==> config.mk <==
export PLATFORM = sky130hd
export DESIGN_NAME = manchester_frame_transmitter_core_flat
export DESIGN_NICKNAME = d
export VERILOG_FILES = /design/src/mfx_pkg.sv /design/src/mfx_channels.sv /design/src/mfx_store.sv /design/src/mfx_outq.sv /design/src/manchester_frame_transmitter_core.sv /design/src/flat_wrapper.sv
export SDC_FILE = /design/constraint.sdc
export NUM_CORES = 1
export LEC_CHECK = 0
export BUFFER_PORTS_ARGS = -buffer_cell sky130_fd_sc_hd__buf_4
export CORE_ASPECT_RATIO = 1.25
export CORE_MARGIN = 2
export CORE_UTILIZATION = 48
export DETAILED_ROUTE_END_ITERATION = 7
export GPL_TIMING_DRIVEN = 0
export PLACE_DENSITY_LB_ADDON = 0.1
export SLEW_MARGIN = 30
export SYNTH_ARGS = -nofsm -noshare
export SYNTH_HDL_FRONTEND = slang
export SYNTH_HIERARCHICAL = 1
export SYNTH_SLANG_ARGS = --single-unit
==> constraint.sdc <==
create_clock -name clock -period 4.4 [get_ports clock]
set_clock_uncertainty 0.15 [all_clocks]
set_input_delay 0.66 -clock clock [delete_from_list [all_inputs] [get_ports clock]]
set_output_delay 0.66 -clock clock [all_outputs]
set_load 0.01 [all_outputs]
==> src/mfx_pkg.sv <==
// ----------------------------------------------------------------------------
// Manchester frame transmitter package
// Shared types, request codes, frame constants and the Manchester word encoder.
// ----------------------------------------------------------------------------
package mfx_pkg;

   // Request codes carried in the req_type field.
   localparam logic [1:0] REQ_APPEND = 2'd0;
   localparam logic [1:0] REQ_START  = 2'd1;
   localparam logic [1:0] REQ_TICK   = 2'd2;

   // Configuration register indexes.
   localparam logic [1:0] CSR_SYNC       = 2'd0;
   localparam logic [1:0] CSR_START_FLAG = 2'd1;
   localparam logic [1:0] CSR_END_FLAG   = 2'd2;

   localparam int unsigned CSR_INDEX_W = 2;
   localparam int unsigned BYTE_W      = 8;

   // Manchester word geometry.
   localparam int unsigned HALF_BITS_PER_WORD = 20;
   localparam int unsigned HALF_CNT_W         = 5;
   localparam logic [HALF_BITS_PER_WORD-1:0] IDLE_WORD = 20'hAAAAA;
   localparam logic [HALF_BITS_PER_WORD-1:0] ONES_WORD = 20'hFFFFF;

   // Frame layout: three preamble bytes, sync, start flag, payload, end flag.
   localparam logic [BYTE_W-1:0] PREAMBLE_BYTE  = 8'hAA;
   localparam int unsigned       FRAME_OVERHEAD = 6;
   localparam int unsigned       POS_SYNC       = 3;
   localparam int unsigned       POS_START_FLAG = 4;
   localparam int unsigned       POS_PAYLOAD    = 5;

   // One result of the block.
   typedef struct packed {
      logic line_level;
      logic busy_res;
      logic rejected;
   } rsp_payload_type;

   // Builds the 20 half-bit word: start symbol in the top bits, data MSB first
   // with a one as low-high and a zero as high-low, stop symbol at the bottom.
   function automatic logic [HALF_BITS_PER_WORD-1:0] encode_word(input logic [BYTE_W-1:0] b);
      logic [HALF_BITS_PER_WORD-1:0] w;
      w        = '0;
      w[19:18] = 2'b10;
      for (int i = 0; i < 8; i++) begin
         w[17-2*i -: 2] = b[7-i] ? 2'b10 : 2'b01;
      end
      w[1:0] = 2'b01;
      return w;
   endfunction

endpackage

==> src/mfx_channels.sv <==
// ----------------------------------------------------------------------------
// Manchester frame transmitter channels
// Valid/ready interfaces for the request and the response channel.
// ----------------------------------------------------------------------------
interface mfx_req_if;
   logic       valid;
   logic       ready;
   logic [1:0] req_type;
   logic [7:0] payload_byte;

   modport source (output valid, output req_type, output payload_byte, input ready);
   modport sink   (input valid, input req_type, input payload_byte, output ready);
endinterface

interface mfx_rsp_if;
   logic valid;
   logic ready;
   logic line_level;
   logic busy_res;
   logic rejected;

   modport source (output valid, output line_level, output busy_res, output rejected,
                   input ready);
   modport sink   (input valid, input line_level, input busy_res, input rejected,
                   output ready);
endinterface

==> src/mfx_store.sv <==
// ----------------------------------------------------------------------------
// Payload store
// Single-port-write, single-port-read memory with a registered read.
// ----------------------------------------------------------------------------
module mfx_store #(
   parameter int unsigned DEPTH  = 64,
   parameter int unsigned ADDR_W = 6
) (
   input  logic              clock,
   input  logic              wr_en,
   input  logic [ADDR_W-1:0] wr_addr,
   input  logic [7:0]        wr_data,
   input  logic [ADDR_W-1:0] rd_addr,
   output logic [7:0]        rd_data
);
   import mfx_pkg::*;

   logic [BYTE_W-1:0] mem [DEPTH];
   logic [BYTE_W-1:0] rd_data_ff;

   // Write port.
   always_ff @(posedge clock) begin
      if (wr_en) begin
         mem[wr_addr] <= wr_data;
      end
   end

   // Read port, registered.
   always_ff @(posedge clock) begin
      rd_data_ff <= mem[rd_addr];
   end

   assign rd_data = rd_data_ff;

endmodule

==> src/mfx_outq.sv <==
// ----------------------------------------------------------------------------
// Response buffer
// Output register plus one skid entry so that requests keep flowing while a
// response waits for the sink.
// ----------------------------------------------------------------------------
module mfx_outq (
   input  logic                     clock,
   input  logic                     reset,
   input  logic                     push,
   input  mfx_pkg::rsp_payload_type push_data,
   output logic                     push_ready,
   mfx_rsp_if.source                rsp_ch
);
   import mfx_pkg::*;

   logic            out_valid_ff, out_valid_in;
   logic            skid_valid_ff, skid_valid_in;
   rsp_payload_type out_data_ff, out_data_in;
   rsp_payload_type skid_data_ff, skid_data_in;
   logic            taken;

   assign taken      = out_valid_ff && rsp_ch.ready;
   assign push_ready = !skid_valid_ff;

   // Next state of the two entries.
   always_comb begin
      out_valid_in  = out_valid_ff;
      skid_valid_in = skid_valid_ff;
      out_data_in   = out_data_ff;
      skid_data_in  = skid_data_ff;
      if (skid_valid_ff) begin
         if (taken) begin
            out_data_in   = skid_data_ff;
            skid_valid_in = 1'b0;
         end
      end else if (push) begin
         if (!out_valid_ff || taken) begin
            out_data_in  = push_data;
            out_valid_in = 1'b1;
         end else begin
            skid_data_in  = push_data;
            skid_valid_in = 1'b1;
         end
      end else if (taken) begin
         out_valid_in = 1'b0;
      end
   end

   // Control state.
   always_ff @(posedge clock) begin
      if (reset) begin
         out_valid_ff  <= 1'b0;
         skid_valid_ff <= 1'b0;
      end else begin
         out_valid_ff  <= out_valid_in;
         skid_valid_ff <= skid_valid_in;
      end
   end

   // Payload registers.
   always_ff @(posedge clock) begin
      out_data_ff  <= out_data_in;
      skid_data_ff <= skid_data_in;
   end

   assign rsp_ch.valid      = out_valid_ff;
   assign rsp_ch.line_level = out_data_ff.line_level;
   assign rsp_ch.busy_res   = out_data_ff.busy_res;
   assign rsp_ch.rejected   = out_data_ff.rejected;

endmodule

==> src/manchester_frame_transmitter_core.sv <==
// ----------------------------------------------------------------------------
// Manchester frame transmitter core
// Buffers payload bytes and serializes framed Manchester words onto a line.
// ----------------------------------------------------------------------------
// The block takes one request transaction per clock cycle and returns exactly
// one response transaction for each through a two-entry output buffer, an
// output register plus a skid entry; it only stalls when that buffer is full.
// Payload bytes sit in a memory with a registered read. The memory is read
// continuously at the current frame position, and since a word boundary comes
// at most once per twenty ticks, the next payload byte is always ready when
// it is needed. The store needs no clearing pass after reset: only bytes
// appended for the current frame are ever sent. Configuration writes should
// be made while no frame is being sent.
module manchester_frame_transmitter_core #(
   parameter int unsigned FRAME_DEPTH = 64
) (
   input  logic       clock,
   input  logic       reset,
   mfx_req_if.sink    req_ch,
   mfx_rsp_if.source  rsp_ch,
   input  logic       csr_we,
   input  logic [1:0] csr_index,
   input  logic [7:0] csr_wdata
);
   import mfx_pkg::*;

   localparam int unsigned ADDR_W = (FRAME_DEPTH > 1) ? $clog2(FRAME_DEPTH) : 1;
   localparam int unsigned CNT_W  = $clog2(FRAME_DEPTH + 1);
   localparam int unsigned LEN_W  = $clog2(FRAME_DEPTH + FRAME_OVERHEAD + 1);

   // Configuration registers.
   logic [BYTE_W-1:0] sync_ff, start_flag_ff, end_flag_ff;

   // Transmitter state.
   logic [HALF_BITS_PER_WORD-1:0] shift_ff, shift_in;
   logic [HALF_CNT_W-1:0]         half_ff, half_in;
   logic [LEN_W-1:0]              pos_ff, pos_in;
   logic [LEN_W-1:0]              len_ff, len_in;
   logic                          sending_ff, sending_in;
   logic [CNT_W-1:0]              count_ff, count_in;
   logic                          level_ff, level_in;

   logic                  accept;
   logic                  push_ready;
   logic                  rejected;
   logic                  wr_en;
   logic [BYTE_W-1:0]     rd_data;
   logic [ADDR_W-1:0]     rd_addr;
   logic [LEN_W-1:0]      pos_next;
   logic [HALF_CNT_W-1:0] half_dec;
   logic [BYTE_W-1:0]     frame_byte;
   rsp_payload_type       rsp_data;

   assign accept       = req_ch.valid && push_ready;
   assign req_ch.ready = push_ready;

   // Configuration writes.
   always_ff @(posedge clock) begin
      if (reset) begin
         sync_ff       <= '0;
         start_flag_ff <= '0;
         end_flag_ff   <= '0;
      end else if (csr_we) begin
         unique case (csr_index)
            CSR_SYNC:       sync_ff       <= csr_wdata;
            CSR_START_FLAG: start_flag_ff <= csr_wdata;
            CSR_END_FLAG:   end_flag_ff   <= csr_wdata;
            default: ;
         endcase
      end
   end

   // Payload memory, read at the payload slot of the current frame position.
   assign rd_addr = ADDR_W'(pos_ff - LEN_W'(POS_PAYLOAD));

   mfx_store #(
      .DEPTH  (FRAME_DEPTH),
      .ADDR_W (ADDR_W)
   ) u_store (
      .clock   (clock),
      .wr_en   (wr_en),
      .wr_addr (count_ff[ADDR_W-1:0]),
      .wr_data (req_ch.payload_byte),
      .rd_addr (rd_addr),
      .rd_data (rd_data)
   );

   // Selection of the frame byte at the current position.
   assign pos_next = pos_ff + LEN_W'(1);

   always_comb begin
      if (pos_ff < LEN_W'(POS_SYNC)) begin
         frame_byte = PREAMBLE_BYTE;
      end else if (pos_ff == LEN_W'(POS_SYNC)) begin
         frame_byte = sync_ff;
      end else if (pos_ff == LEN_W'(POS_START_FLAG)) begin
         frame_byte = start_flag_ff;
      end else if (pos_next < len_ff) begin
         frame_byte = rd_data;
      end else begin
         frame_byte = end_flag_ff;
      end
   end

   assign half_dec = (half_ff != '0) ? half_ff - HALF_CNT_W'(1) : half_ff;

   // Request handling and the half-bit serializer.
   always_comb begin
      shift_in   = shift_ff;
      half_in    = half_ff;
      pos_in     = pos_ff;
      len_in     = len_ff;
      sending_in = sending_ff;
      count_in   = count_ff;
      level_in   = level_ff;
      rejected   = 1'b0;
      wr_en      = 1'b0;
      if (accept) begin
         case (req_ch.req_type)
            REQ_APPEND: begin
               if (sending_ff || count_ff >= CNT_W'(FRAME_DEPTH)) begin
                  rejected = 1'b1;
               end else begin
                  wr_en    = 1'b1;
                  count_in = count_ff + CNT_W'(1);
               end
            end
            REQ_START: begin
               if (sending_ff) begin
                  rejected = 1'b1;
               end else begin
                  len_in     = LEN_W'(count_ff) + LEN_W'(FRAME_OVERHEAD);
                  pos_in     = '0;
                  count_in   = '0;
                  sending_in = 1'b1;
               end
            end
            REQ_TICK: begin
               level_in = shift_ff[0];
               shift_in = shift_ff >> 1;
               half_in  = half_dec;
               if (half_dec == '0) begin
                  shift_in = IDLE_WORD;
                  if (sending_ff) begin
                     if (pos_ff < len_ff) begin
                        shift_in = encode_word(frame_byte);
                        pos_in   = pos_next;
                     end else begin
                        sending_in = 1'b0;
                        pos_in     = '0;
                        len_in     = '0;
                     end
                  end
                  half_in = HALF_CNT_W'(HALF_BITS_PER_WORD);
               end
            end
            default: ;
         endcase
      end
   end

   always_ff @(posedge clock) begin
      if (reset) begin
         shift_ff   <= ONES_WORD;
         half_ff    <= HALF_CNT_W'(HALF_BITS_PER_WORD);
         pos_ff     <= '0;
         len_ff     <= '0;
         sending_ff <= 1'b0;
         count_ff   <= '0;
         level_ff   <= 1'b1;
      end else begin
         shift_ff   <= shift_in;
         half_ff    <= half_in;
         pos_ff     <= pos_in;
         len_ff     <= len_in;
         sending_ff <= sending_in;
         count_ff   <= count_in;
         level_ff   <= level_in;
      end
   end

   // Response for this transaction.
   assign rsp_data.line_level = level_in;
   assign rsp_data.busy_res   = sending_in;
   assign rsp_data.rejected   = rejected;

   mfx_outq u_outq (
      .clock      (clock),
      .reset      (reset),
      .push       (accept),
      .push_data  (rsp_data),
      .push_ready (push_ready),
      .rsp_ch     (rsp_ch)
   );

endmodule
==> src/flat_wrapper.sv <==
// flat-port wrapper written by rule: the top's interface ports become plain ports
module manchester_frame_transmitter_core_flat import mfx_pkg::*;
#(
   parameter int unsigned FRAME_DEPTH = 64
)
  (clock, reset, csr_we, csr_index, csr_wdata, req_ch_valid, req_ch_req_type, req_ch_payload_byte, req_ch_ready, rsp_ch_valid, rsp_ch_line_level, rsp_ch_busy_res, rsp_ch_rejected, rsp_ch_ready);
  mfx_req_if req_ch_i ();
  mfx_rsp_if rsp_ch_i ();
  input  logic clock;
  input  logic reset;
  input  logic csr_we;
  input  logic [1:0] csr_index;
  input  logic [7:0] csr_wdata;
  input wire logic [$bits(req_ch_i.valid)-1:0] req_ch_valid;
  input wire logic [$bits(req_ch_i.req_type)-1:0] req_ch_req_type;
  input wire logic [$bits(req_ch_i.payload_byte)-1:0] req_ch_payload_byte;
  output wire logic [$bits(req_ch_i.ready)-1:0] req_ch_ready;
  output wire logic [$bits(rsp_ch_i.valid)-1:0] rsp_ch_valid;
  output wire logic [$bits(rsp_ch_i.line_level)-1:0] rsp_ch_line_level;
  output wire logic [$bits(rsp_ch_i.busy_res)-1:0] rsp_ch_busy_res;
  output wire logic [$bits(rsp_ch_i.rejected)-1:0] rsp_ch_rejected;
  input wire logic [$bits(rsp_ch_i.ready)-1:0] rsp_ch_ready;
  assign req_ch_i.valid = req_ch_valid;
  assign req_ch_i.req_type = req_ch_req_type;
  assign req_ch_i.payload_byte = req_ch_payload_byte;
  assign req_ch_ready = req_ch_i.ready;
  assign rsp_ch_valid = rsp_ch_i.valid;
  assign rsp_ch_line_level = rsp_ch_i.line_level;
  assign rsp_ch_busy_res = rsp_ch_i.busy_res;
  assign rsp_ch_rejected = rsp_ch_i.rejected;
  assign rsp_ch_i.ready = rsp_ch_ready;
  manchester_frame_transmitter_core #(.FRAME_DEPTH(FRAME_DEPTH)) u_core (.clock(clock), .reset(reset), .req_ch(req_ch_i), .rsp_ch(rsp_ch_i), .csr_we(csr_we), .csr_index(csr_index), .csr_wdata(csr_wdata));
endmodule
Word level (Yosys, flattened, before mapping)
Memory sizes are Yosys's and may differ from the RTL's. A register that Yosys moved wholly into a read port is not among the register bits.
Cells that the tools add are included.
{"block": "op_classes", "n_lt_le_gt_ge": 4, "bitwise_logic": 2, "n_eq_ne": 13, "muxes": 55, "addsub": 5, "n_reduce_logical": 25}
{"operator": "$mux 7", "count": 9}
{"operator": "$pmux 7 s2", "count": 3}
{"operator": "$mux 20", "count": 2}
{"operator": "$mux 8", "count": 4}
{"operator": "$mux 1", "count": 20}
{"operator": "$mux 18", "count": 1}
{"operator": "$mux 2", "count": 8}
{"operator": "$add 7x1->7 const B", "count": 2}
{"operator": "$lt 7x7->1", "count": 2}
{"operator": "$mux 3", "count": 4}
{"operator": "$mux 5", "count": 2}
{"operator": "$reduce_bool 2->1", "count": 5}
{"operator": "$reduce_and 3->1", "count": 3}
{"operator": "$ne 2x2->1 const B", "count": 4}
{"operator": "$reduce_and 2->1", "count": 4}
{"operator": "$add 7x3->7 const B", "count": 1}
{"operator": "$eq 7x2->1 const B", "count": 1}
{"operator": "$eq 7x3->1 const B", "count": 1}
{"operator": "$ge 7x7->1 const B", "count": 1}
{"operator": "$lt 7x2->1 const B", "count": 1}
{"operator": "$ne 2x1->1 const B", "count": 3}
{"operator": "$reduce_and 6->1", "count": 1}
{"operator": "$sub 6x3->6 const B", "count": 1}
{"operator": "$logic_not 5->1", "count": 1}
{"operator": "other kinds (12)", "count": 20}
{"block": "totals", "elab_cells": 123, "inputBits": 25, "out_inout_bits": 5, "reg_bits": 80, "mem_bits_rw": 512, "n_memories": 1}
{"memory": "u_core.u_store.mem", "words": 64, "width": 8, "rd": 1, "rd_clocked_by_memory_dff": 1, "write_ports": 1, "line_no": "mfx_store.sv:18", "source": "logic [BYTE_W-1:0] mem [DEPTH];"}

Depth between registers and ports, before layout
Gate-level depths: netlist (run 1).
{"block": "depth", "word_depth": 10, "depth_mapped": 12, "ltp_nobuf": 11}

Hierarchy
The synthesis (run 1) kept the hierarchy.
{"mod": "mfx_store", "area_each_um2": 20166.8, "instances": 1, "cells_each": 940, "seq_area_each_um2": 15534.9}
{"mod": "manchester_frame_transmitter_core", "area_each_um2": 4000.1, "instances": 1, "cells_each": 484, "seq_area_each_um2": 1441.4}
{"mod": "mfx_outq", "area_each_um2": 352.8, "instances": 1, "cells_each": 23, "seq_area_each_um2": 220.2}

Worst setup path before layout (run 1)
No wires, ideal clock.
{"block": "synth_timing", "path_kind": "register to register", "from": "register u_core.half_ff[0]", "to": "register u_core.u_outq.out_data_ff (netlist bit u_core/u_outq/rsp_ch.busy_res), data pin", "stages_incl_launch_ff": 10, "setup_ns": 0.260, "arrival_time_ns": 2.431, "slack_ns": 1.559, "n_path_buf": 0, "synth_period_minus_slack_ns": 2.841, "t_required_ns": 3.990, "path_cell_list": "dfxtp_1 inv_1 ha_1 or3b_4 or3_4 a221oi_4 a41oi_1 o21ai_1 nand2_1 mux2_4"}
{"item": "from (decl)", "line_no": "manchester_frame_transmitter_core.sv:36", "source": "logic [HALF_CNT_W-1:0] half_ff, half_in;"}
{"item": "from (signal assigned)", "line_no": "manchester_frame_transmitter_core.sv:165", "source": "half_ff <= HALF_CNT_W'(HALF_BITS_PER_WORD);"}
{"item": "from (signal assigned)", "line_no": "manchester_frame_transmitter_core.sv:173", "source": "half_ff <= half_in;"}
{"item": "to (signal assigned)", "line_no": "mfx_outq.sv:62", "source": "out_data_ff <= out_data_in;"}
{"item": "to (decl)", "line_no": "mfx_outq.sv:18", "source": "rsp_payload_type out_data_ff, out_data_in;"}

Worst setup path after layout (run 1)
{"block": "layout_timing", "from": "register u_core.pos_ff[2]", "to": "register u_core.u_store.rd_data_ff[5] (netlist: u_core/u_store/rd_data[5]) (read register of u_core.u_store.mem)"}
{"block": "layout_between", "elab_chain_len": 1}
{"item": "from (decl)", "line_no": "manchester_frame_transmitter_core.sv:37", "source": "logic [LEN_W-1:0] pos_ff, pos_in;"}
{"item": "from (signal assigned)", "line_no": "manchester_frame_transmitter_core.sv:174", "source": "pos_ff <= pos_in;"}
{"item": "$sub 6x3->6", "line_no": "manchester_frame_transmitter_core.sv:74", "source": "assign rd_addr = ADDR_W'(pos_ff - LEN_W'(POS_PAYLOAD));"}
{"item": "net u_core.rd_addr[3]", "line_no": "manchester_frame_transmitter_core.sv:48", "source": "logic [ADDR_W-1:0] rd_addr;"}
{"item": "to (decl)", "line_no": "mfx_store.sv:19", "source": "logic [BYTE_W-1:0] rd_data_ff;"}
The timed path passes the listed nets, and every way through them passes these cells.
A chain may end at the register's enable or synchronous reset.

==> results.txt, run 1 <==
Largest net degree at the start of global routing -> 65
FF-to-FF End -> u_core/u_store/rd_data[5]
Worst-case reg-to-reg path depth -> 8
Pwr Density -> 418 nW/um^2
Row count -> 92
Critical Path AT -> 4.67 ns
Drc violations -> 0
CTS tree -> built
Overflow after GRT -> 0
Die area -> 52900 um^2
Starting Density -> 48.6%
Postcts setup bufs -> 0
H-tree levels -> 2
Worst EP required -> 4.68 ns
Hold Path End -> u_core/u_outq/skid_valid_ff
CTS Sinks -> 600
# diodes -> 0
Period Utilization, post-route -> 99.9%
Via count -> 13600
Die height -> 257 um
Reg-to-reg setup timing slack -> 0.003 ns
CTS max path bufs -> 3
Final GP Congestion -> 0.891
Peak Freq -> 227 MHz
Worst-Skew Late Latency -> 0.63 ns
Port Buf Inserts -> 29
Final min period -> 4.40 ns
CP Launch Type -> register
Max rail drop VDD -> 361 uV
Worst-margin pin slew -> 0.985 ns
Core Region -> 50400 um^2
Worst-path maximum fanout -> 10
Overall Global Routing Usage -> 24.0%
Ports -> 30
Setup violators final -> 0
Area growth syn-to-layout -> 12.2%
Beginning of the worst hold path -> reset
Setup crit end kind -> register
CTS buffer count -> 58
Synthesized area -> 24500 um^2
First-pass GRT wire length -> 90800 um
Pins Over Slew Limit -> 0
RSZ-0062 raised after global routing -> no
Synth warn -> 6
CP Cell Sequence -> clkbuf_1, o21ai_0, xnor2_1, buf_2, clkbuf_1, clkbuf_1, a2111oi_0, o41ai_1
CP Class -> register to register
DR pass1 iterations -> 7
Hold depth -> 2
CTS root buf -> clkbuf_16
Final hold violations -> 0
Number of global-route vias before repair -> 13600
Net Count, Synth -> 1495
Relative slew slack -> 34.1%
Initial DRC count -> 1210
CP most frequent cell -> clkbuf_1
Initial antenna violation count -> 0
Drt via density -> 6.08
Fraction of layout cells with a size suffix above 1 -> 19.6%
Async set or reset register ratio after synthesis -> 0%
RR Startpoint -> u_core/pos_ff[2]
Antenna Nets Post-Route -> 0
Register area share after synthesis -> 70.1%
Setup_tns -> 0 ns
Mapped Cells -> 1447
Status -> finished clean
Slowest cell on crit path -> o41ai_1
Mean post-synth cell area -> 16.9 um^2
Worst min path class -> primary input to register
Lkg Pwr -> 9.09 nW
Synth Register Bits -> 600
Synth unique cells -> 70
Post-synth EDFFs -> 518
Final core utilization -> 54.6%
DP HPWL -> 41900 um
Total wire length -> 62600 um
Clock slew seen by the registers of the worst setup and hold paths -> 0.06 ns
Routed wire per std cell -> 27.9 um
Main synth FF type -> edfxtp_1
Number of max-cap violations -> 0
# nets final -> 1582
Die width -> 206 um
CP max stage delay -> 0.78 ns
-- synth_stat cells (7+ instances only) --
library cell,count,area [um^2]
a211oi_1,11,82.6
a21oi_1,33,165
a31oi_1,9,56.3
buf_2,12,60.1
buf_4,13,97.6
clkbuf_1,37,139
dfxtp_1,82,1640
edfxtp_1,518,15600
ha_1,23,288
inv_1,33,124
mux2_2,13,146
mux2i_1,51,510
mux4_2,126,2840
nand2_1,59,221
nand2b_1,14,87.6
nand3_1,24,120
nand4_1,8,50.1
nor2_1,131,492
nor2b_1,17,106
nor3_1,26,130
o211ai_1,8,60.1
o21a_1,8,60.1
o21ai_0,38,190
o21ai_1,7,35.0
o221ai_1,8,70.1
o22ai_1,11,68.8
or3_1,8,50.1
xnor2_1,13,114
-- registers in the layout (all words and copies together), names as in the netlist, 3 cells and up --
signal / cells
u_core/count_ff: 7
u_core/u_store/rd_data: 8
u_core/u_outq/skid_data_ff: 3
u_core/end_flag_ff: 8
u_core/sync_ff: 8
u_core/len_ff: 7
u_core/pos_ff: 7
u_core/half_ff: 5
u_core/shift_ff: 20
u_core/start_flag_ff: 8
u_core/u_store/mem: 512
-- stage by stage --
| step | std cells | total power [mW] | area, um^2 | setup WS [ns] | hold WS, ns |
|---|---|---|---|---|---|
| 3_3_place_gp | 2134 | 6.60 | 25600 | 0.0139 | 0.292 |
| 3_5_place_dp | 2134 | 6.61 | 25600 | 0.0362 | 0.304 |
| 6_report | 2242 | 11.5 | 27500 | 0.00346 | 0.0799 |
| 5_1_grt | 2242 | 11.8 | 27500 | 0.0116 | 0.0676 |
| 4_1_cts | 2243 | 11.6 | 27500 | 0.110 | 0.0585 |
| 2_1_floorplan | 1447 | 6.45 | 24500 | 1.56 | 0.285 |
-- how the worst max path moves through the flow --
stage / from / to / slack (ns)
after floorplan: u_core/half_ff[0] / u_core/u_outq/rsp_ch.busy_res / 1.56
after global placement: u_core/pos_ff[0] / u_core/u_store/rd_data[3] / 0.01
after detailed placement: req_ch_req_type[1] / u_core/u_store/mem[47][1] / 0.04
after CTS: u_core/pos_ff[0] / u_core/u_store/rd_data[5] / 0.11
after global routing: u_core/pos_ff[0] / u_core/u_store/rd_data[1] / 0.01
final: u_core/pos_ff[2] / u_core/u_store/rd_data[5] / 0.003
-- critical path, delay by kind of cell (launching register included) --
kind	cells	cell delay, ns
xor gates and xnor gates	1	0.37
AOI/OAI and AO/OA	3	1.31
buffers and inverters	4	1.91
DFF	1	0.44
-- per-layer routing --
metal | global-route usage (%) | routed length, um | vias to the layer above
met3 | 3.29 | 3350 | 148
met1 | 29.5 | 23600 | 7062
met5 | 0 | 0 | -
met4 | 12.0 | 3370 | 0
met2 | 41.5 | 32400 | 475
li1 | - | - | 5943
-- cells in the final DEF, fill, tap and decap left out, types with 5 or more instances in the layout --
| master | count |
|---|---|
| o22ai_1 | 11 |
| clkinv_1 | 9 |
| o311ai_1 | 5 |
| nor2b_1 | 17 |
| mux4_2 | 126 |
| o221ai_1 | 8 |
| nand2b_1 | 14 |
| nor2_1 | 127 |
| o21a_1 | 8 |
| inv_1 | 33 |
| xnor2_1 | 12 |
| buf_1 | 5 |
| o211ai_1 | 8 |
| clkbuf_16 | 59 |
| buf_6 | 6 |
| nand2_1 | 59 |
| nor3_1 | 24 |
| clkbuf_1 | 48 |
| a221o_1 | 5 |
| mux2i_1 | 51 |
| ha_1 | 23 |
| bufinv_16 | 6 |
| buf_2 | 12 |
| o21ai_0 | 38 |
| buf_4 | 42 |
| nand3_1 | 24 |
| a211oi_1 | 11 |
| a221oi_1 | 6 |
| mux2_2 | 13 |
| a31oi_1 | 9 |
| nand3b_1 | 5 |
| nand4_1 | 8 |
| o21ai_1 | 7 |
| or3_1 | 8 |
| clkinvlp_4 | 8 |
| a21oi_1 | 33 |
| dfxtp_1 | 82 |
| clkinv_2 | 7 |
| a2111oi_0 | 6 |
| edfxtp_1 | 518 |
-- layout make-up --
class	instances	area, um^2
buffer	74	420
clock buffer	74	1550
clock inverter	36	377
fill	4025	22900
inverter	34	128
multi-input combinational	737	6800
sequential	600	17200
tap	658	823
timing repair buffer	29	218
-- logic make-up (layout without fill, tap and decap cells) --
logic type | Yosys count | after routing | synth area share (%)
DFF | 600 | 600 | 70.1
and+or+nand+nor | 315 | 315 | 6.04
muxes | 193 | 193 | 14.4
AOI/OAI and AO/OA | 189 | 189 | 5.35
buffers and inverters | 110 | 247 | 2.26
adders and majority gates | 23 | 23 | 1.17
xor gates and xnor gates | 17 | 17 | 0.607
-- report_power, final --
part,internal [mW],switching (mW),leakage (nW)
registers,6.20,0.0185,5.32
logic,0.0750,0.186,2.85
clock network,2.86,2.15,0.915
total,9.14,2.35,9.09
-- timing repair --
| item | in CTS | in global routing |
|---|---|---|
| hold buffers | 0 | 0 |
| pin swaps | 0 | 0 |
| resized for setup | 0 | 1 |
| endpoints found under the setup margin | 2 | 4 |
Note: power is estimated with default switching activity, not from simulation.
==> run 2, diff against run 1 <==
--- a/config.mk
+++ b/config.mk
@@ -12,6 +12,7 @@
 export DETAILED_ROUTE_END_ITERATION = 7
 export GPL_TIMING_DRIVEN = 0
 export PLACE_DENSITY_LB_ADDON = 0.1
+export RECOVER_POWER = 25
 export SLEW_MARGIN = 30
 export SYNTH_ARGS = -nofsm -noshare
 export SYNTH_HDL_FRONTEND = slang
==> results.txt, run 2 (synthesized netlist as in run 1, its figures left out) <==
Ports -> 30
Starting Density -> 48.6%
Placed insts -> 2134
Final min period -> 4.33 ns
# nets final -> 1582
Overflow after GRT -> 0
Clock slew seen by the registers of the worst setup and hold paths -> 0.06 ns
CTS root buf -> clkbuf_16
DR pass1 iterations -> 5
DP HPWL -> 41900 um
Worst-Skew Late Latency -> 0.63 ns
Die width -> 206 um
CP Launch Type -> register
CP Launch Point -> u_core/pos_ff[2]
Lkg Pwr -> 9.06 nW
Initial antenna violation count -> 0
Total wire length -> 62600 um
H-tree levels -> 2
Max reg flops -> 512
Worst min path class -> primary input to register
Port Buf Inserts -> 29
Top flop regs -> u_core/u_store/mem x512, u_core/shift_ff x20
Worst-path maximum fanout -> 10
Period Utilization, post-route -> 98.5%
Relative slew slack -> -108%
Worst-margin pin slew -> 3.11 ns
Initial DRC count -> 1213
CTS Sinks -> 600
Fraction of layout cells with a size suffix above 1 -> 19.1%
Pins Over Slew Limit -> 520
RR Startpoint -> u_core/pos_ff[2]
Via count -> 13600
Setup violators final -> 0
Number of max-cap violations -> 8
CP Class -> register to register
CTS buffer count -> 58
Drc violations -> 0
Status -> finished with violations
Routed wire per std cell -> 27.9 um
RSZ-0062 raised after global routing -> no
Final hold violations -> 0
CTS tree -> built
Row count -> 92
Critical Path AT -> 4.61 ns
Biggest register -> u_core/u_store/mem
Setup_tns -> 0 ns
Die height -> 257 um
First-pass GRT wire length -> 90800 um
Largest net degree at the start of global routing -> 65
Beginning of the worst hold path -> reset
Peak Freq -> 231 MHz
Core Region -> 50400 um^2
Die area -> 52900 um^2
Antenna Nets Post-Route -> 0
Commonest non-fill, non-tap cell in the layout -> edfxtp_1
Max rail drop VDD -> 361 uV
Overall Global Routing Usage -> 24.0%
Most frequent cells in the layout -> edfxtp_1 (518), nor2_1 (127), mux4_2 (126), dfxtp_1 (82)
Number of global-route vias before repair -> 13600
Final GP Congestion -> 0.891
Postcts setup bufs -> 0
Hold Buf Count CTS -> 0
Pwr Density -> 418 nW/um^2
Fin cells -> 2242
Area growth syn-to-layout -> 12.1%
Failing checks -> max-capacitance violations, max-slew violations
# diodes -> 0
Drt via density -> 6.05
CTS max path bufs -> 3
Worst EP required -> 4.68 ns
Setup crit end kind -> register
## run 2: changes by cell type in the layout (fill, tap and decap cells not counted)
cell and delta:
buf_4 -8, clkbuf_1 +8
## run 2: where the power goes
group / internal [mW] / switching (mW) / total [mW]
Combinational: 0.0714 / 0.187 / 0.258
Sequential: 6.21 / 0.0186 / 6.23
Clock: 2.86 / 2.15 / 5.01
## run 2: final timing paths
check | end | slack, ns | cells after the start
max | u_core/u_store/rd_data[5] | 0.07 | 8
min | u_core/u_outq/skid_valid_ff | 0.08 | 2
max reg2reg | u_core/u_store/rd_data[5] | 0.07 | 8
min reg2reg | u_core/shift_ff[18] | 0.31 | 2
## run 2: area by class of cell
class                      instances  area (um^2)
clock buffer                      74         1550
inverter                          34          128
multi-input combinational        737         6800
clock inverter                    36          377
buffer                            74          420
tap                              658          823
fill                            4031        22900
sequential                       600        17200
timing repair buffer              29          188
## run 2: worst max-delay path: stages (launching register included)
cell and delay [ns]:
dfxtp_1 0.44, clkbuf_1 0.44, o21ai_0 0.28, xnor2_1 0.37, buf_2 0.41, clkbuf_1 0.53
clkbuf_1 0.52, a2111oi_0 0.25, o41ai_1 0.74
## run 2: timing repair
item	CTS	global route
gates resized for setup	0	1
endpoints found under the setup margin	2	4
endpoints found under the hold margin	0	0
## run 2: per-layer routing
metal / vias up / track usage, % / wire, um
met3: 144 / 3.29 / 3310
met5: - / 0 / 0
met2: 446 / 41.5 / 32300
met1: 7020 / 29.5 / 23700
met4: 0 / 12.0 / 3320
li1: 5947 / - / -
## run 2: metrics by stage
stage | cell area (um^2) | worst slack (ns) | utilization (%) | hold slack, ns | power (mW)
after floorplan | 24500 | 1.56 | - | 0.285 | 6.45
after global placement | 25600 | 0.0139 | 50.7 | 0.292 | 6.60
after detailed placement | 25600 | 0.0362 | 50.7 | 0.304 | 6.61
after CTS | 27500 | 0.110 | 54.5 | 0.0585 | 11.6
after global routing | 27500 | 0.0116 | 54.5 | 0.0676 | 11.8
final | 27500 | 0.0676 | 54.5 | 0.0800 | 11.5
==> run 3, diff against run 2 <==
--- a/config.mk
+++ b/config.mk
@@ -16,5 +16,4 @@
 export SLEW_MARGIN = 30
 export SYNTH_ARGS = -nofsm -noshare
 export SYNTH_HDL_FRONTEND = slang
-export SYNTH_HIERARCHICAL = 1
 export SYNTH_SLANG_ARGS = --single-unit
==> results.txt, run 3 <==
Max reg flops -> 512
Total wire length -> 57300 um
RSZ-0062 raised after global routing -> no
CTS root buf -> clkbuf_16
Period Utilization, post-route -> 96.5%
CTS buffer count -> 58
Failing checks -> max-capacitance violations, max-slew violations
Row count -> 92
Final core utilization -> 54.2%
Lkg Pwr -> 8.64 nW
Simple-Gate Fraction of Synth Area -> 4.77%
Setup violators final -> 0
Commonest non-fill, non-tap cell in the layout -> edfxtp_1
Relative slew slack -> -108%
# nets final -> 1480
DR pass1 iterations -> 5
NetSw -> 2.37 mW
Drt via density -> 5.83
Async set or reset register ratio after synthesis -> 0%
Biggest register -> u_core.u_store.mem
Pwr Density -> 422 nW/um^2
Synthesized area -> 24300 um^2
Total Power -> 11.5 mW
Clock Power Share -> 43.2%
Top flop regs -> u_core.u_store.mem x512, u_core.shift_ff x20
Setup crit end kind -> register
Initial DRC count -> 1138
Worst EP required -> 4.64 ns
Largest net degree at the start of global routing -> 65
Max rail drop VDD -> 349 uV
Sequential share of power -> 54.1%
Number of global-route vias before repair -> 13000
Initial antenna violation count -> 1
Complex-gate fraction of the synthesized area -> 3.81%
Number of max-cap violations -> 7
Final Hold Slack -> 0.0884 ns
Switching share of power -> 20.6%
Synth top cells by count -> edfxtp_1 (518), mux4_2 (157), nor2_1 (119), dfxtp_1 (82), nand2_1 (57)
DP HPWL -> 37800 um
CP Cell Sequence -> buf_2, buf_6, buf_4, inv_1, ha_2, buf_4, buf_2, mux4_2, mux4_2, mux2_2, nand2_1, o21ai_0
Drc violations -> 0
Worst-margin pin slew -> 3.12 ns
Overflow after GRT -> 0
Clock slew seen by the registers of the worst setup and hold paths -> 0.06 ns
Synth warn -> 0
Area contributors post-synth -> edfxtp_1 (64%), mux4_2 (15%), dfxtp_1 (6.8%), nor2_1 (1.8%), mux2i_1 (1.8%)
Final hold violations -> 0
CTS Sinks -> 600
Slowest cell on crit path -> mux4_2
Mean post-synth cell area -> 18.1 um^2
Post-synth EDFFs -> 518
Ports -> 30
Count leader, synth -> edfxtp_1
# diodes -> 0
Port Buf Inserts -> 29
Worst-Skew Late Latency -> 0.62 ns
Mapped Cells -> 1342
Worst min path class -> primary input to register
Yosys top cell by area -> edfxtp_1
Final GP Congestion -> 0.824
Synth unique cells -> 58
Status -> finished with violations
Routed wire per std cell -> 26.8 um
Die width -> 205 um
H-tree levels -> 2
# fillers -> 4010
CTS tree -> built
Overall Global Routing Usage -> 22.3%
Fraction of layout cells with a size suffix above 1 -> 22.1%
Register area share after synthesis -> 70.9%
Synth Area in XOR/XNOR -> 0.789%
Largest family of logic cells by synthesized area -> multiplexers
Internal power -> 9.12 mW
CTS max path bufs -> 3
Main synth FF type -> edfxtp_1
Antenna Nets Post-Route -> 0
CP Launch Type -> register
Critical Path AT -> 4.49 ns
Final min period -> 4.25 ns
Core Region -> 50200 um^2
Die area -> 52400 um^2
First-pass GRT wire length -> 84300 um
Setup_tns -> 0 ns
Synth Register Bits -> 600
Most frequent cells in the layout -> edfxtp_1 (518), mux4_2 (157), nor2_1 (116), dfxtp_1 (82), clkbuf_16 (58)
Peak Freq -> 236 MHz
CP max stage delay -> 0.52 ns
Die height -> 255 um
Area growth syn-to-layout -> 12.2%
Post-Synth Adder-Cell Area -> 1.24%
Via count -> 12500
CP Class -> register to register
Net Count, Synth -> 1391
Mux share of post-synthesis cell area -> 16.8%
Pins Over Slew Limit -> 455
Combinational Power Share -> 2.7%
Worst-path maximum fanout -> 10
Starting Density -> 48.3%
Synth top area share -> 64.1%
-- run 3: cell count changes after synthesis, sizes merged, moves of 7 or more --
| cell | change |
|---|---|
| a211oi | -9 |
| a21oi | +7 |
| clkbuf | -8 |
| mux2i | -8 |
| mux4 | +31 |
| nor2 | -12 |
| nor2b | -11 |
| nor3 | -21 |
| o21ai | -17 |
| o221ai | -8 |
| o22ai | -8 |
-- run 3: cell families after synthesis --
logic type,count (synthesis)
AO/OA/AOI/OAI,134
XOR/XNOR,21
adder cells (fa/ha/maj),24
buffers and inverters,96
flip-flops,600
multiplexers,210
AND/OR/NAND/NOR,257
-- run 3: area by class of cell --
type	count	area, um^2	area share [%]
plain buffers	68	332	1.22
multi-input cells	646	6690	24.6
flip-flops and latches	600	17200	63.2
clock buffers	67	1490	5.46
inverters	28	105	0.386
clock inverters	39	394	1.45
well taps	658	823	3.03
repair buffers	29	191	0.703
-- run 3: repair_timing --
action / in CTS / in global routing
hold buffers: 0 / 0
setup endpoints to repair: 8 / 4
gates resized for setup: 20 / 3
setup buffers: 0 / 0
-- run 3: metal layers --
layer / track usage, % / up-vias / share of wire [%] / routed length [um]
li1: - / 5545 / - / -
met1: 29.6 / 6514 / 42 / 23900
met2: 37.6 / 303 / 51 / 29000
met3: 3.65 / 91 / 4.4 / 2550
met4: 7.57 / 2 / 3.2 / 1820
met5: 0 / - / 0.019 / 11
-- run 3: worst max-delay path, delay by kind of cell, from the launching register on --
family / cells / cell delay, ns
multiplexers: 3 / 1.24
buffers and inverters: 6 / 1.54
flip-flops: 1 / 0.34
adder cells (fa/ha/maj): 1 / 0.46
AO/OA/AOI/OAI: 1 / 0.19
AND/OR/NAND/NOR: 1 / 0.09
-- run 3: power by group through the flow --
| stage | registers, mW | clock network (mW) | logic [mW] |
|---|---|---|---|
| 2_1_floorplan | 6.33 | 0 | 0.146 |
| 3_3_place_gp | 6.33 | 0 | 0.307 |
| 3_5_place_dp | 6.33 | 0 | 0.317 |
| 4_1_cts | 6.21 | 5.06 | 0.318 |
| 5_1_grt | 6.22 | 5.27 | 0.339 |
| 6_report | 6.22 | 4.96 | 0.310 |
-- run 3: worst paths after layout --
kind	start	end	slack, ns	cells past startpoint
max	u_core.pos_ff[0]	u_core.u_store.rd_data[1]	0.15	12
min	rsp_ch_ready	u_core.u_outq.skid_valid_ff	0.09	2
max reg2reg	u_core.pos_ff[0]	u_core.u_store.rd_data[1]	0.15	12
min reg2reg	u_core.shift_ff[0]	u_core.shift_ff[0]	0.32	1
-- run 3: per-stage QoR --
stage	std cells	setup slack, ns	instance area, um^2
2_1_floorplan	1342	1.07	24300
3_3_place_gp	2029	-0.653	25300
3_5_place_dp	2029	-0.679	25300
4_1_cts	2135	0.0160	27200
5_1_grt	2135	0.00244	27200
6_report	2135	0.154	27200
